**config.mk**
```make
export PLATFORM = sky130hd
export DESIGN_NAME = flux_interval_decoder_stats
export DESIGN_NICKNAME = d
export VERILOG_FILES = /design/src/rtl/fid_pkg.sv /design/src/rtl/fid_ticks.sv /design/src/rtl/fid_scale.sv /design/src/rtl/fid_stats.sv /design/src/rtl/flux_interval_decoder_stats.sv
export VERILOG_INCLUDE_DIRS = /design/src /design/src/rtl
export SDC_FILE = /design/constraint.sdc
export NUM_CORES = 2
export LEC_CHECK = 0
export ABC_AREA = 1
export BUFFER_PORTS_ARGS = -buffer_cell sky130_fd_sc_hd__buf_2
export CAP_MARGIN = 20
export CORE_MARGIN = 2
export CORE_UTILIZATION = 68
export DETAILED_ROUTE_END_ITERATION = 10
export PLACE_DENSITY = 0.87
export REMOVE_ABC_BUFFERS = 1
export SETUP_SLACK_MARGIN = 0.05
export SLEW_MARGIN = 20
export SYNTH_ARGS = -nofsm -noshare
export SYNTH_HDL_FRONTEND = slang
export SYNTH_SLANG_ARGS = --single-unit
```
**constraint.sdc**
```tcl
create_clock -name i_clk -period 14.4 [get_ports i_clk]
set_input_delay 0 -clock i_clk [delete_from_list [all_inputs] [get_ports i_clk]]
set_output_delay 0 -clock i_clk [all_outputs]
set_load 0.005 [all_outputs]
```
**src/rtl/flux_interval_decoder_stats_assert.svh**
```systemverilog
// ----------------------------------------------------------------------------
// Assertion macros for the flux interval decoder
// Immediate-cycle and next-cycle implication checks with a common reset guard.
// ----------------------------------------------------------------------------
`ifndef FLUX_INTERVAL_DECODER_STATS_ASSERT_SVH
`define FLUX_INTERVAL_DECODER_STATS_ASSERT_SVH

// Consequent must hold in the same cycle as the antecedent.
`define FID_ASSERT_IMPL(label, clk, rst_n, ante, cons) \
    label: assert property (@(posedge clk) disable iff (!(rst_n)) (ante) |-> (cons)) \
        else $error("flux interval decoder check failed");

// Consequent must hold in the cycle after the antecedent.
`define FID_ASSERT_NEXT(label, clk, rst_n, ante, cons) \
    label: assert property (@(posedge clk) disable iff (!(rst_n)) (ante) |=> (cons)) \
        else $error("flux interval decoder check failed");

`endif

```
**src/rtl/fid_pkg.sv**
```systemverilog
// ----------------------------------------------------------------------------
// fid_pkg
// Widths, constants and stage word types of the flux interval decoder.
// ----------------------------------------------------------------------------
package fid_pkg;

    localparam int RAW_W   = 16;
    localparam int CFG_W   = 8;
    localparam int TICKS_W = 33;   // 16-bit word plus 32-bit pending ticks
    localparam int SCALE_W = 13;   // up to 256 * 25 = 6400
    localparam int PROD_W  = TICKS_W + SCALE_W;
    localparam int IVL_W   = 32;
    localparam int SUM_W   = 64;
    localparam int CNT_W   = 32;

    localparam logic [31:0]        OVF_TICKS   = 32'd65536;
    localparam logic [31:0]        PEND_MAX    = 32'hFFFF_FFFF;
    localparam logic [31:0]        PEND_LIMIT  = PEND_MAX - OVF_TICKS;
    localparam logic [SCALE_W-1:0] TICK_NS     = SCALE_W'(25);
    localparam logic [SCALE_W-1:0] SCALE_RESET = TICK_NS;
    localparam logic [IVL_W-1:0]   IVL_MAX     = '1;
    localparam logic [SUM_W-1:0]   SUM_MAX     = '1;
    localparam logic [CNT_W-1:0]   CNT_MAX     = '1;

    typedef struct packed {
        logic               last;
        logic               interval_valid;
        logic [TICKS_W-1:0] ticks;
    } t_tick_item;

    typedef struct packed {
        logic             last;
        logic             interval_valid;
        logic             saturated;
        logic [IVL_W-1:0] interval_ns;
    } t_scaled_item;

    typedef struct packed {
        logic             end_of_rev;
        logic             interval_valid;
        logic             saturated;
        logic [CNT_W-1:0] interval_count;
        logic [SUM_W-1:0] sum_ns;
        logic [IVL_W-1:0] max_ns;
        logic [IVL_W-1:0] min_ns;
        logic [IVL_W-1:0] interval_ns;
    } t_result;

endpackage

```
**src/rtl/fid_ticks.sv**
```systemverilog
// ----------------------------------------------------------------------------
// fid_ticks
// Byte swap, overflow accumulation and tick count of each flux word.
// ----------------------------------------------------------------------------
module fid_ticks (
    input  logic                      i_clk,
    input  logic                      i_rst_n,
    input  logic                      i_valid,
    output logic                      o_ready,
    input  logic [fid_pkg::RAW_W-1:0] i_raw_word,
    input  logic                      i_last,
    output logic                      o_valid,
    output fid_pkg::t_tick_item       o_item,
    input  logic                      i_ready
);
    import fid_pkg::*;

    logic             r_valid, n_valid;
    t_tick_item       r_item, n_item;
    logic [31:0]      r_pending, n_pending;
    logic [RAW_W-1:0] w_val;
    logic             w_ready;
    logic             w_accept;

    assign w_val    = {i_raw_word[7:0], i_raw_word[15:8]};
    assign w_ready  = !r_valid || i_ready;
    assign w_accept = i_valid && w_ready;

    always_comb begin
        n_valid   = r_valid;
        n_item    = r_item;
        n_pending = r_pending;
        if (w_ready) begin
            n_valid = w_accept && ((w_val != '0) || i_last);
        end
        if (w_accept) begin
            n_item.last           = i_last;
            n_item.interval_valid = (w_val != '0);
            if (w_val == '0) begin
                n_item.ticks = '0;
                // An overflow marker not marked last only grows the pending count; one marked last clears it.
                if (i_last) begin
                    n_pending = '0;
                end else if (r_pending > PEND_LIMIT) begin
                    n_pending = PEND_MAX;
                end else begin
                    n_pending = r_pending + OVF_TICKS;
                end
            end else begin
                n_item.ticks = {1'b0, r_pending} + {{(TICKS_W-RAW_W){1'b0}}, w_val};
                n_pending    = '0;
            end
        end
    end

    always_ff @(posedge i_clk) begin
        if (!i_rst_n) begin
            r_valid   <= 1'b0;
            r_pending <= '0;
        end else begin
            r_valid   <= n_valid;
            r_pending <= n_pending;
        end
        r_item <= n_item;
    end

    assign o_ready = w_ready;
    assign o_valid = r_valid;
    assign o_item  = r_item;

endmodule

```
**src/rtl/fid_scale.sv**
```systemverilog
// ----------------------------------------------------------------------------
// fid_scale
// Tick count times tick length, clamped to a 32-bit nanosecond value.
// ----------------------------------------------------------------------------
module fid_scale (
    input  logic                        i_clk,
    input  logic                        i_rst_n,
    input  logic [fid_pkg::SCALE_W-1:0] i_scale,
    input  logic                        i_valid,
    output logic                        o_ready,
    input  fid_pkg::t_tick_item         i_item,
    output logic                        o_valid,
    output fid_pkg::t_scaled_item       o_item,
    input  logic                        i_ready
);
    import fid_pkg::*;

    logic              r_valid;
    t_scaled_item      r_item, n_item;
    logic [PROD_W-1:0] w_prod;
    logic              w_ready;
    logic              w_sat;

    assign w_ready = !r_valid || i_ready;
    assign w_prod  = {{SCALE_W{1'b0}}, i_item.ticks} * {{TICKS_W{1'b0}}, i_scale};
    assign w_sat   = (w_prod[PROD_W-1:IVL_W] != '0);

    always_comb begin
        n_item                = r_item;
        n_item.last           = i_item.last;
        n_item.interval_valid = i_item.interval_valid;
        n_item.saturated      = w_sat;
        n_item.interval_ns    = w_sat ? IVL_MAX : w_prod[IVL_W-1:0];
    end

    always_ff @(posedge i_clk) begin
        if (!i_rst_n) begin
            r_valid <= 1'b0;
        end else if (w_ready) begin
            r_valid <= i_valid;
        end
        if (w_ready && i_valid) begin
            r_item <= n_item;
        end
    end

    assign o_ready = w_ready;
    assign o_valid = r_valid;
    assign o_item  = r_item;

endmodule

```
**src/rtl/fid_stats.sv**
```systemverilog
// ----------------------------------------------------------------------------
// fid_stats
// Running minimum, maximum, sum and count per revolution, and the result word.
// ----------------------------------------------------------------------------
module fid_stats (
    input  logic                  i_clk,
    input  logic                  i_rst_n,
    input  logic                  i_valid,
    output logic                  o_ready,
    input  fid_pkg::t_scaled_item i_item,
    output logic                  o_valid,
    output fid_pkg::t_result      o_result,
    input  logic                  i_ready
);
    import fid_pkg::*;

    logic             r_valid;
    t_result          r_result, n_result;
    logic [IVL_W-1:0] r_min, n_min, w_min;
    logic [IVL_W-1:0] r_max, n_max, w_max;
    logic [SUM_W-1:0] r_sum, n_sum, w_sum;
    logic [CNT_W-1:0] r_cnt, n_cnt, w_cnt;
    logic [SUM_W:0]   w_sum_ext;
    logic             w_ready;
    logic             w_load;

    assign w_ready = !r_valid || i_ready;
    assign w_load  = w_ready && i_valid;
    assign w_sum_ext = {1'b0, r_sum} + {{(SUM_W-IVL_W+1){1'b0}}, i_item.interval_ns};

    always_comb begin
        w_min = r_min;
        w_max = r_max;
        w_sum = r_sum;
        w_cnt = r_cnt;
        if (i_item.interval_valid) begin
            if (i_item.interval_ns < r_min) begin
                w_min = i_item.interval_ns;
            end
            if (i_item.interval_ns > r_max) begin
                w_max = i_item.interval_ns;
            end
            w_sum = w_sum_ext[SUM_W] ? SUM_MAX : w_sum_ext[SUM_W-1:0];
            if (r_cnt != CNT_MAX) begin
                w_cnt = r_cnt + CNT_W'(1);
            end
        end

        n_result.end_of_rev     = i_item.last;
        n_result.interval_valid = i_item.interval_valid;
        n_result.saturated      = i_item.saturated;
        n_result.interval_ns    = i_item.interval_ns;
        n_result.interval_count = w_cnt;
        n_result.sum_ns         = w_sum;
        // With no interval yet, min and max read as zero.
        n_result.min_ns         = (w_cnt != '0) ? w_min : '0;
        n_result.max_ns         = (w_cnt != '0) ? w_max : '0;

        n_min = r_min;
        n_max = r_max;
        n_sum = r_sum;
        n_cnt = r_cnt;
        if (w_load) begin
            if (i_item.last) begin
                n_min = IVL_MAX;
                n_max = '0;
                n_sum = '0;
                n_cnt = '0;
            end else begin
                n_min = w_min;
                n_max = w_max;
                n_sum = w_sum;
                n_cnt = w_cnt;
            end
        end
    end

    always_ff @(posedge i_clk) begin
        if (!i_rst_n) begin
            r_valid <= 1'b0;
            r_min   <= IVL_MAX;
            r_max   <= '0;
            r_sum   <= '0;
            r_cnt   <= '0;
        end else begin
            if (w_ready) begin
                r_valid <= i_valid;
            end
            r_min <= n_min;
            r_max <= n_max;
            r_sum <= n_sum;
            r_cnt <= n_cnt;
        end
        if (w_load) begin
            r_result <= n_result;
        end
    end

    assign o_ready  = w_ready;
    assign o_valid  = r_valid;
    assign o_result = r_result;

endmodule

```
**src/rtl/flux_interval_decoder_stats.sv**
```systemverilog
// A word that yields a result passes the tick, scale and stats stage registers in turn before
// it shows on the master side. One word per cycle unless the master side stalls; the tick
// adder, the scale multiplier and the stats update each sit in a stage of their own, so the
// pending-tick and stats loops each close within their own stage. Overflow words not marked
// last are absorbed in the first stage and give no result. Reset (synchronous, active low)
// empties the pipeline, clears pending ticks and statistics, and sets the resolution to zero.
// ----------------------------------------------------------------------------
// flux_interval_decoder_stats
// Flux word decoder with saturated interval and per-revolution statistics.
// ----------------------------------------------------------------------------
`include "flux_interval_decoder_stats_assert.svh"

module flux_interval_decoder_stats (
    input  logic                      i_clk,
    input  logic                      i_rst_n,
    input  logic                      i_cfg_we,
    input  logic [fid_pkg::CFG_W-1:0] i_cfg_wdata,     // resolution
    input  logic                      s_axis_tvalid,
    output logic                      s_axis_tready,
    input  logic [15:0]               s_axis_tdata,    // raw_word
    input  logic                      s_axis_tlast,    // last
    output logic                      m_axis_tvalid,
    input  logic                      m_axis_tready,
    // interval_ns, min_ns, max_ns, sum_ns, interval_count
    output logic [191:0]              m_axis_tdata,
    output logic [1:0]                m_axis_tuser,    // interval_valid, saturated
    output logic                      m_axis_tlast     // end_of_rev
);
    import fid_pkg::*;

    logic [SCALE_W-1:0] r_scale;
    logic [SCALE_W-1:0] w_cfg_scale;
    logic               w_tick_valid, w_tick_ready;
    t_tick_item         w_tick_item;
    logic               w_scl_valid, w_scl_ready;
    t_scaled_item       w_scl_item;
    t_result            w_result;
    logic               w_out_nil, w_out_sat, w_out_empty, w_out_ivl;
    logic               w_nil_zero, w_stats_zero, w_ivl_bounded;

    assign w_cfg_scale = ({{(SCALE_W-CFG_W){1'b0}}, i_cfg_wdata} + SCALE_W'(1)) * TICK_NS;

    // Tick length in ns is kept ready-made so the datapath needs one multiply only.
    always_ff @(posedge i_clk) begin
        if (!i_rst_n) begin
            r_scale <= SCALE_RESET;
        end else if (i_cfg_we) begin
            r_scale <= w_cfg_scale;
        end
    end

    fid_ticks u_ticks (
        .i_clk      (i_clk),
        .i_rst_n    (i_rst_n),
        .i_valid    (s_axis_tvalid),
        .o_ready    (s_axis_tready),
        .i_raw_word (s_axis_tdata),
        .i_last     (s_axis_tlast),
        .o_valid    (w_tick_valid),
        .o_item     (w_tick_item),
        .i_ready    (w_tick_ready)
    );

    fid_scale u_scale (
        .i_clk   (i_clk),
        .i_rst_n (i_rst_n),
        .i_scale (r_scale),
        .i_valid (w_tick_valid),
        .o_ready (w_tick_ready),
        .i_item  (w_tick_item),
        .o_valid (w_scl_valid),
        .o_item  (w_scl_item),
        .i_ready (w_scl_ready)
    );

    fid_stats u_stats (
        .i_clk    (i_clk),
        .i_rst_n  (i_rst_n),
        .i_valid  (w_scl_valid),
        .o_ready  (w_scl_ready),
        .i_item   (w_scl_item),
        .o_valid  (m_axis_tvalid),
        .o_result (w_result),
        .i_ready  (m_axis_tready)
    );

    assign m_axis_tdata = {w_result.interval_count, w_result.sum_ns, w_result.max_ns,
                           w_result.min_ns, w_result.interval_ns};
    assign m_axis_tuser = {w_result.saturated, w_result.interval_valid};
    assign m_axis_tlast = w_result.end_of_rev;

    assign w_out_nil     = m_axis_tvalid && !w_result.interval_valid;
    assign w_out_sat     = m_axis_tvalid && w_result.saturated;
    assign w_out_empty   = m_axis_tvalid && (w_result.interval_count == '0);
    assign w_out_ivl     = m_axis_tvalid && w_result.interval_valid;
    assign w_nil_zero    = (w_result.interval_ns == '0) && !w_result.saturated;
    assign w_stats_zero  = (w_result.min_ns == '0) && (w_result.max_ns == '0)
                        && (w_result.sum_ns == '0);
    assign w_ivl_bounded = (w_result.interval_count != '0)
                        && (w_result.min_ns <= w_result.interval_ns)
                        && (w_result.interval_ns <= w_result.max_ns);

    `FID_ASSERT_IMPL(a_no_interval_zero, i_clk, i_rst_n, w_out_nil, w_nil_zero)
    `FID_ASSERT_IMPL(a_sat_clamped, i_clk, i_rst_n, w_out_sat, w_result.interval_ns == IVL_MAX)
    `FID_ASSERT_IMPL(a_empty_stats, i_clk, i_rst_n, w_out_empty, w_stats_zero)
    `FID_ASSERT_IMPL(a_interval_bounds, i_clk, i_rst_n, w_out_ivl, w_ivl_bounded)
    `FID_ASSERT_NEXT(a_cfg_scale, i_clk, i_rst_n, i_cfg_we, r_scale == $past(w_cfg_scale))

endmodule

```
**Yosys cells after proc, flatten, opt, wreduce, memory -nomap -nowiden**

Cells that the tools add are included.

- Add/subtract/negate cells: 5
- $mul: 2
- Divide/modulo/power cells: 0
- Order comparisons: 3
- Equality and inequality tests: 1
- Shifts and indexed selects: 0
- Multiplexer cells: 15
- Bitwise gates (word level): 0
- Reductions and logical operators: 15

Operator list:

| kind | number |
|---|---|
| 32-bit two-way mux | 12 |
| 64-bit two-way mux | 3 |
| 64-bit by 32-bit adder with 65-bit output | 1 |
| 33-bit by 13-bit multiplier with 46-bit output | 1 |
| 32-bit by 16-bit adder with 33-bit output | 1 |
| 32-bit by 1-bit adder with 32-bit output (second input constant) | 1 |
| 32-bit by 17-bit adder with 32-bit output (second input constant) | 1 |
| 32-bit > comparator | 1 |
| 32-bit > comparator (second input constant) | 1 |
| 32-bit less-than comparator | 1 |
| 32-bit inequality test (second input constant) | 1 |
| 32-bit nonzero test | 1 |
| 16-bit logical NOT | 1 |
| 16-bit nonzero test | 1 |
| 14-bit nonzero test | 1 |
| 9-bit by 5-bit multiplier with 13-bit output (second input constant) | 1 |
| 8-bit by 1-bit adder with 9-bit output (second input constant) | 1 |
| 1-bit logical AND | 4 |
| 1-bit logical OR | 4 |
| 1-bit logical NOT | 3 |

- Flip-flop bits (word level): 473
- Bits in latches: 0
- Memory bits (writable): 0
- Bits in read-only memories: 0
- Output and inout port bits: 197
- Word-level logic and storage cells: 65
- Memories kept: 0

**Depth between registers and ports, before layout**

- Depth in word-level cells: 6
- Mapped depth: 31
- Depth with buffers taken out: 28

**Modules after synthesis**

Synthesis repeated with hierarchy kept, for this count alone.

- Cells, all modules: 5,832
- Area total of the unflattened synthesis: 42,284.3 um^2

Modules (own cells, without submodules):

| module | instances | cells an instance | area each (um^2) | seq. area each (um^2) |
|---|---|---|---|---|
| fid_stats | 1 | 2,833 | 20,822.5 | 9,078.7 |
| fid_scale | 1 | 2,193 | 16,085.4 | 1,071.0 |
| fid_ticks | 1 | 595 | 3,947.5 | 1,411.4 |
| flux_interval_decoder_stats | 1 | 211 | 1,428.9 | 260.2 |

**Worst setup path after synthesis**

No wires, ideal clock.

- Kind: register to register
- From: reg u_stats.r_valid (netlist: u_stats.o_valid)
- To: reg u_stats.r_result (netlist bit u_stats.o_result[0]) (enable)
- Library setup time: 635 ps
- Arrival time: 6,142 ps
- Data required time: 13,765 ps
- Slack: 7,623 ps
- Stages on the path, launching flop included: 5
- Buffers on the path: 1
- Period minus slack after synthesis: 6,777 ps
- Path through: dfxtp_1 > nand2_1 > nand2_1 > inv_1 > buf_1

- Word-level cells in the longest chain between the ends: 3

RTL lines:

| what | RTL line | RTL |
|---|---|---|
| from (decl) | fid_stats.sv:17 | `logic r_valid;` |
| from (signal assigned) | fid_stats.sv:87 | `r_valid <= i_valid;` |
| 1-bit logical NOT | fid_stats.sv:27 | `assign w_ready = !r_valid \|\| i_ready;` |
| 1-bit logical OR | fid_stats.sv:27 |  |
| 1-bit logical AND | fid_stats.sv:28 | `assign w_load = w_ready && i_valid;` |
| via u_stats.w_load | fid_stats.sv:25 | `logic w_load;` |
| to (signal assigned) | fid_stats.sv:95 | `r_result <= n_result;` |
| to (decl) | fid_stats.sv:18 | `t_result r_result, n_result;` |

The timed path passes the listed nets, and every way through them passes these cells.
A chain may end at the register's enable or synchronous reset.

**Worst setup path after layout**

- From: reg u_ticks.r_item (netlist bit u_ticks.o_item[10])
- To: reg u_scale.r_item (netlist bit u_scale.o_item[1]) (data pin)

- Word-level cells in the longest chain between the ends: 2

RTL lines:

| what | RTL line | RTL |
|---|---|---|
| from (decl) | fid_ticks.sv:19 | `t_tick_item r_item, n_item;` |
| from (signal assigned) | fid_ticks.sv:64 | `r_item <= n_item;` |
| 33-bit by 13-bit multiplier with 46-bit output | fid_scale.sv:25 | `assign w_prod = {{SCALE_W{1'b0}}, i_item.ticks} * {{TICKS_W{1'b0}}, i_scale};` |
| 14-bit nonzero test | fid_scale.sv:26 | `assign w_sat = (w_prod[PROD_W-1:IVL_W] != '0);` |
| to (signal assigned) | fid_scale.sv:43 | `r_item <= n_item;` |
| to (decl) | fid_scale.sv:19 | `t_scaled_item r_item, n_item;` |

Every way passes these cells.

==> impl_metrics.tcl <==
set metrics [dict create \
    clock_tree.root_cell "clkbuf_16" \
    drive_above_1_share 0.0750 \
    startpoint "u_ticks.o_item[10]" \
    grt_use_met3 0.0536 \
    row_count 90 \
    total_routed_length_um 114000 \
    boundaryPins 227 \
    yosys.area_share.xor_xnor 0.0179 \
    top_area_cell_type_share_of_the_netlist_area 0.191 \
    power.leakage_nw 22.6 \
    cts_max_level 2 \
    setup_viol 0 \
    finalNetCount 6478 \
    clock_insertion_delay_at_the_later_pin_of_the_skew_report_ns 0.62 \
    crit_end "u_scale.o_item[1]" \
    yosysMostFrequentCell "nand2_1" \
    ys_top_cells_by_area "edfxtp_1 (19%), nand2_1 (17%), fa_1 (17%), inv_1 (10%), dfxtp_1 (9.3%)" \
    area_growth_pct 8.32 \
    post_synth_num_cell_types 49 \
    synthDominantAreaCellType "edfxtp_1" \
    synth_mux_area_frac 0 \
    cts_repair_resize_count 0 \
    synthCells 5742 \
    yosys.area_share.simple 0.276 \
    peakVddDrop_uv 248 \
    grt_first_pass_wirelength_um 183000 \
    die_area_um2 63300 \
    numClockSinks 458 \
    antenna_violations_before_repair 0 \
    highest_fanout_seen_on_the_critical_path 33 \
    placeableCoreArea_um2 60500 \
    groute.layer.met2.usage 0.617 \
    r2r_end "u_scale.o_item[1]" \
    maxSlewHeadroom 0.241 \
    synth_async_sr_flop_share 0 \
    worst_ep_required_time_ns 14.71 \
    timing.setup.tns_ns 0 \
    synth_compound_gate_area_share 0.0604 \
    initial_core_util 0.689 \
    cp_class "reg2reg" \
    number_of_global_route_vias_before_repair 36100 \
    first_iter_violations 3518 \
    sequential_fraction_of_the_synthesis_area 0.284 \
    ant_nets 0 \
    finalHoldViolCount 0 \
    timing.critical_path.from_type "register" \
    rrSetupSlack_ns 7.84 \
    chipHeight_um 252 \
    cts_made_buffers 48 \
    crit-reg2reg-launch "u_ticks.o_item[10]" \
    post_cts_buffers 0 \
    width_of_the_die_um 252 \
    n_antenna_cell 0 \
    synth-warning-count 0 \
    vias_per_cell 5.57 \
    grt_use_total 0.361 \
    final.period_utilization 0.455 \
    dp.final_hpwl_um 85700 \
    num_vias 37300 \
    final_max_slew_viol_count 0 \
    cts.path.max_buffers 3 \
    worst_clock_skew_ns 0.0239 \
    remaining_drc_errors 0 \
    worst_slew_pin_slew_ns 1.14 \
    cts_hold_repair.buffers 22 \
    rsz0062_at_grt "no" \
    ys_seq_elements 458 \
    max-cap-violations 0 \
    synth_top_family_by_area "simple AND/OR/NAND/NOR gates" \
    r2r_cell_count 21 \
    minimum_clock_period_after_layout_ns 6.56 \
    outcome "completed" \
    synth-edff-count 265 \
    synth_adder_area_share 0.237 \
    synth_flop_cell "edfxtp_1" \
    powerDensity_nw_per_um2 163 \
    grt-busiest-layer "met2" \
    routed_wire_length_per_instance_um 17.0 \
    critPathArrivalTime_ns 6.87 \
    largest_net_degree_at_the_start_of_global_routing 96 \
    whs_ns 0.0191 \
    grt_overflow 0 \
    gp_congestion 1.01 \
    grt_use_met1 0.462 \
    clk_transition_reported_paths_ns 0.07 \
    first_pass_iters 9 \
    synth.cell_area_um2 41700 \
    yosys-top-cells-count "nand2_1 (1858), inv_1 (1126), nand3_1 (363)" \
    achievable-frequency_mhz 153 \
    hold_path_class "in2reg" \
    io_buffer_count 226 \
    tritoncts_clock_tree "done" \
    worst_setup_path_end_kind "register" \
    syn-mean-instance-area_um2 7.26 \
]
state kept, by name, summed over array words and instances (netlist names):
| name | count |
|---|---|
| u_stats.o_valid | 1 |
| u_stats.r_max | 32 |
| u_ticks.o_valid | 1 |
| u_ticks.r_pending | 17 |
| u_stats.o_result | 195 |
| u_stats.r_min | 32 |
| u_scale.o_item | 35 |
| u_ticks.o_item | 35 |
| r_scale | 13 |
| u_stats.r_sum | 64 |
| u_stats.r_cnt | 32 |
| u_scale.o_valid | 1 |
worst min path at each step:
| stage | startpoint | cells past startpoint | end |
|---|---|---|---|
| finish | s_axis_tdata[12] | 5 | u_ticks.o_item[4] |
| CTS | s_axis_tdata[12] | 5 | u_ticks.o_item[4] |
| global route | s_axis_tdata[10] | 4 | u_ticks.o_item[2] |
| floorplan | i_rst_n | 1 | r_scale[4] |
| detailed placement | s_axis_tlast | 1 | u_ticks.o_item[34] |
| global placement | s_axis_tlast | 1 | u_ticks.o_item[34] |
layout by cell type, fill, tap and decap left out, types with 3 or more instances in the layout:
master         netlist  final
a21boi_0             6      6
a21oi_1            317    316
a31oi_1              3      3
and2_1              45     45
and3_1               3      3
buf_2               14    226
buf_4                3     35
bufinv_16            0      7
clkbuf_1           136      8
clkbuf_16            0     49
clkinv_1             3      7
clkinv_2             0     11
clkinv_4             0      4
dfxtp_1            193    193
dlygate4sd3_1        0     22
edfxtp_1           265    265
fa_1               347    347
ha_1               233    233
inv_1             1126   1125
inv_2               40     40
nand2_1           1858   1857
nand3_1            363    363
nand3b_1            50     50
nand4_1             34     34
nor2_1             305    301
nor2_2               7      8
nor2_4               1      4
nor3_1              45     45
nor4_1               9      9
o211ai_1            11     11
o21a_1              15     15
o21ai_0             95     95
o21bai_1            15     15
or2_2               43     43
xnor2_1             36     36
xor2_1              49     49
per-stage QoR:
stage	total power [mW]	setup slack (ns)	area, um2	util	instances
6_report	7.34	7.84	45100	0.746	6690
5_1_grt	8.02	7.49	45100	0.746	6690
4_1_cts	7.30	7.60	45100	0.746	6690
3_5_place_dp	5.97	7.59	43200	0.715	6578
3_3_place_gp	5.89	7.78	43200	0.715	6578
2_1_floorplan	4.84	5.48	40800	-	5535
cell families (layout without fill, tap and decap cells):
kind of cell	Yosys count	in the layout
AOI/OAI and AO/OA	473	473
xor gates and xnor gates	85	85
adders and majority gates	580	580
buffers and inverters	1376	1542
DFF	458	458
and+or+nand+nor	2770	2770
cell type report:
type                    instances  area [um2]
repair buffers                283        1610
well taps                     782         978
inverters                    1169        4400
clock buffers                  58        1270
clock inverters                32         385
flip-flops and latches        458       11800
fillers                      4590       15300
multi-input cells            3908       24700
critical path, stage by stage (launching register included):
cell,delay [ns]
edfxtp_1,0.66
nand2_1,0.16
inv_1,0.07
fa_1,0.53
inv_1,0.06
fa_1,0.55
inv_1,0.06
fa_1,0.59
fa_1,0.46
fa_1,0.49
ha_1,0.40
nand2_1,0.12
nor2_1,0.26
nand2_1,0.14
o21ai_0,0.39
nand2_1,0.19
nand3_1,0.10
nand2_1,0.06
nor2_1,0.09
nand2_1,0.10
nor2_4,0.57
nand3_1,0.18
metal layers:
layer  wire, um  vias to the layer above
met5          0                        -
met4       4740                        0
met3      10200                      317
met2      55200                     1844
met1      43900                    17300
li1           -                    17800
where the power goes:
part | switching, mW | internal [mW] | leakage [nW] | total (mW)
logic | 2.95 | 1.59 | 17.9 | 4.55
registers | 0.0401 | 1.44 | 3.89 | 1.48
clock network | 0.552 | 0.762 | 0.813 | 1.31
(Power assumes the default switching activity.)
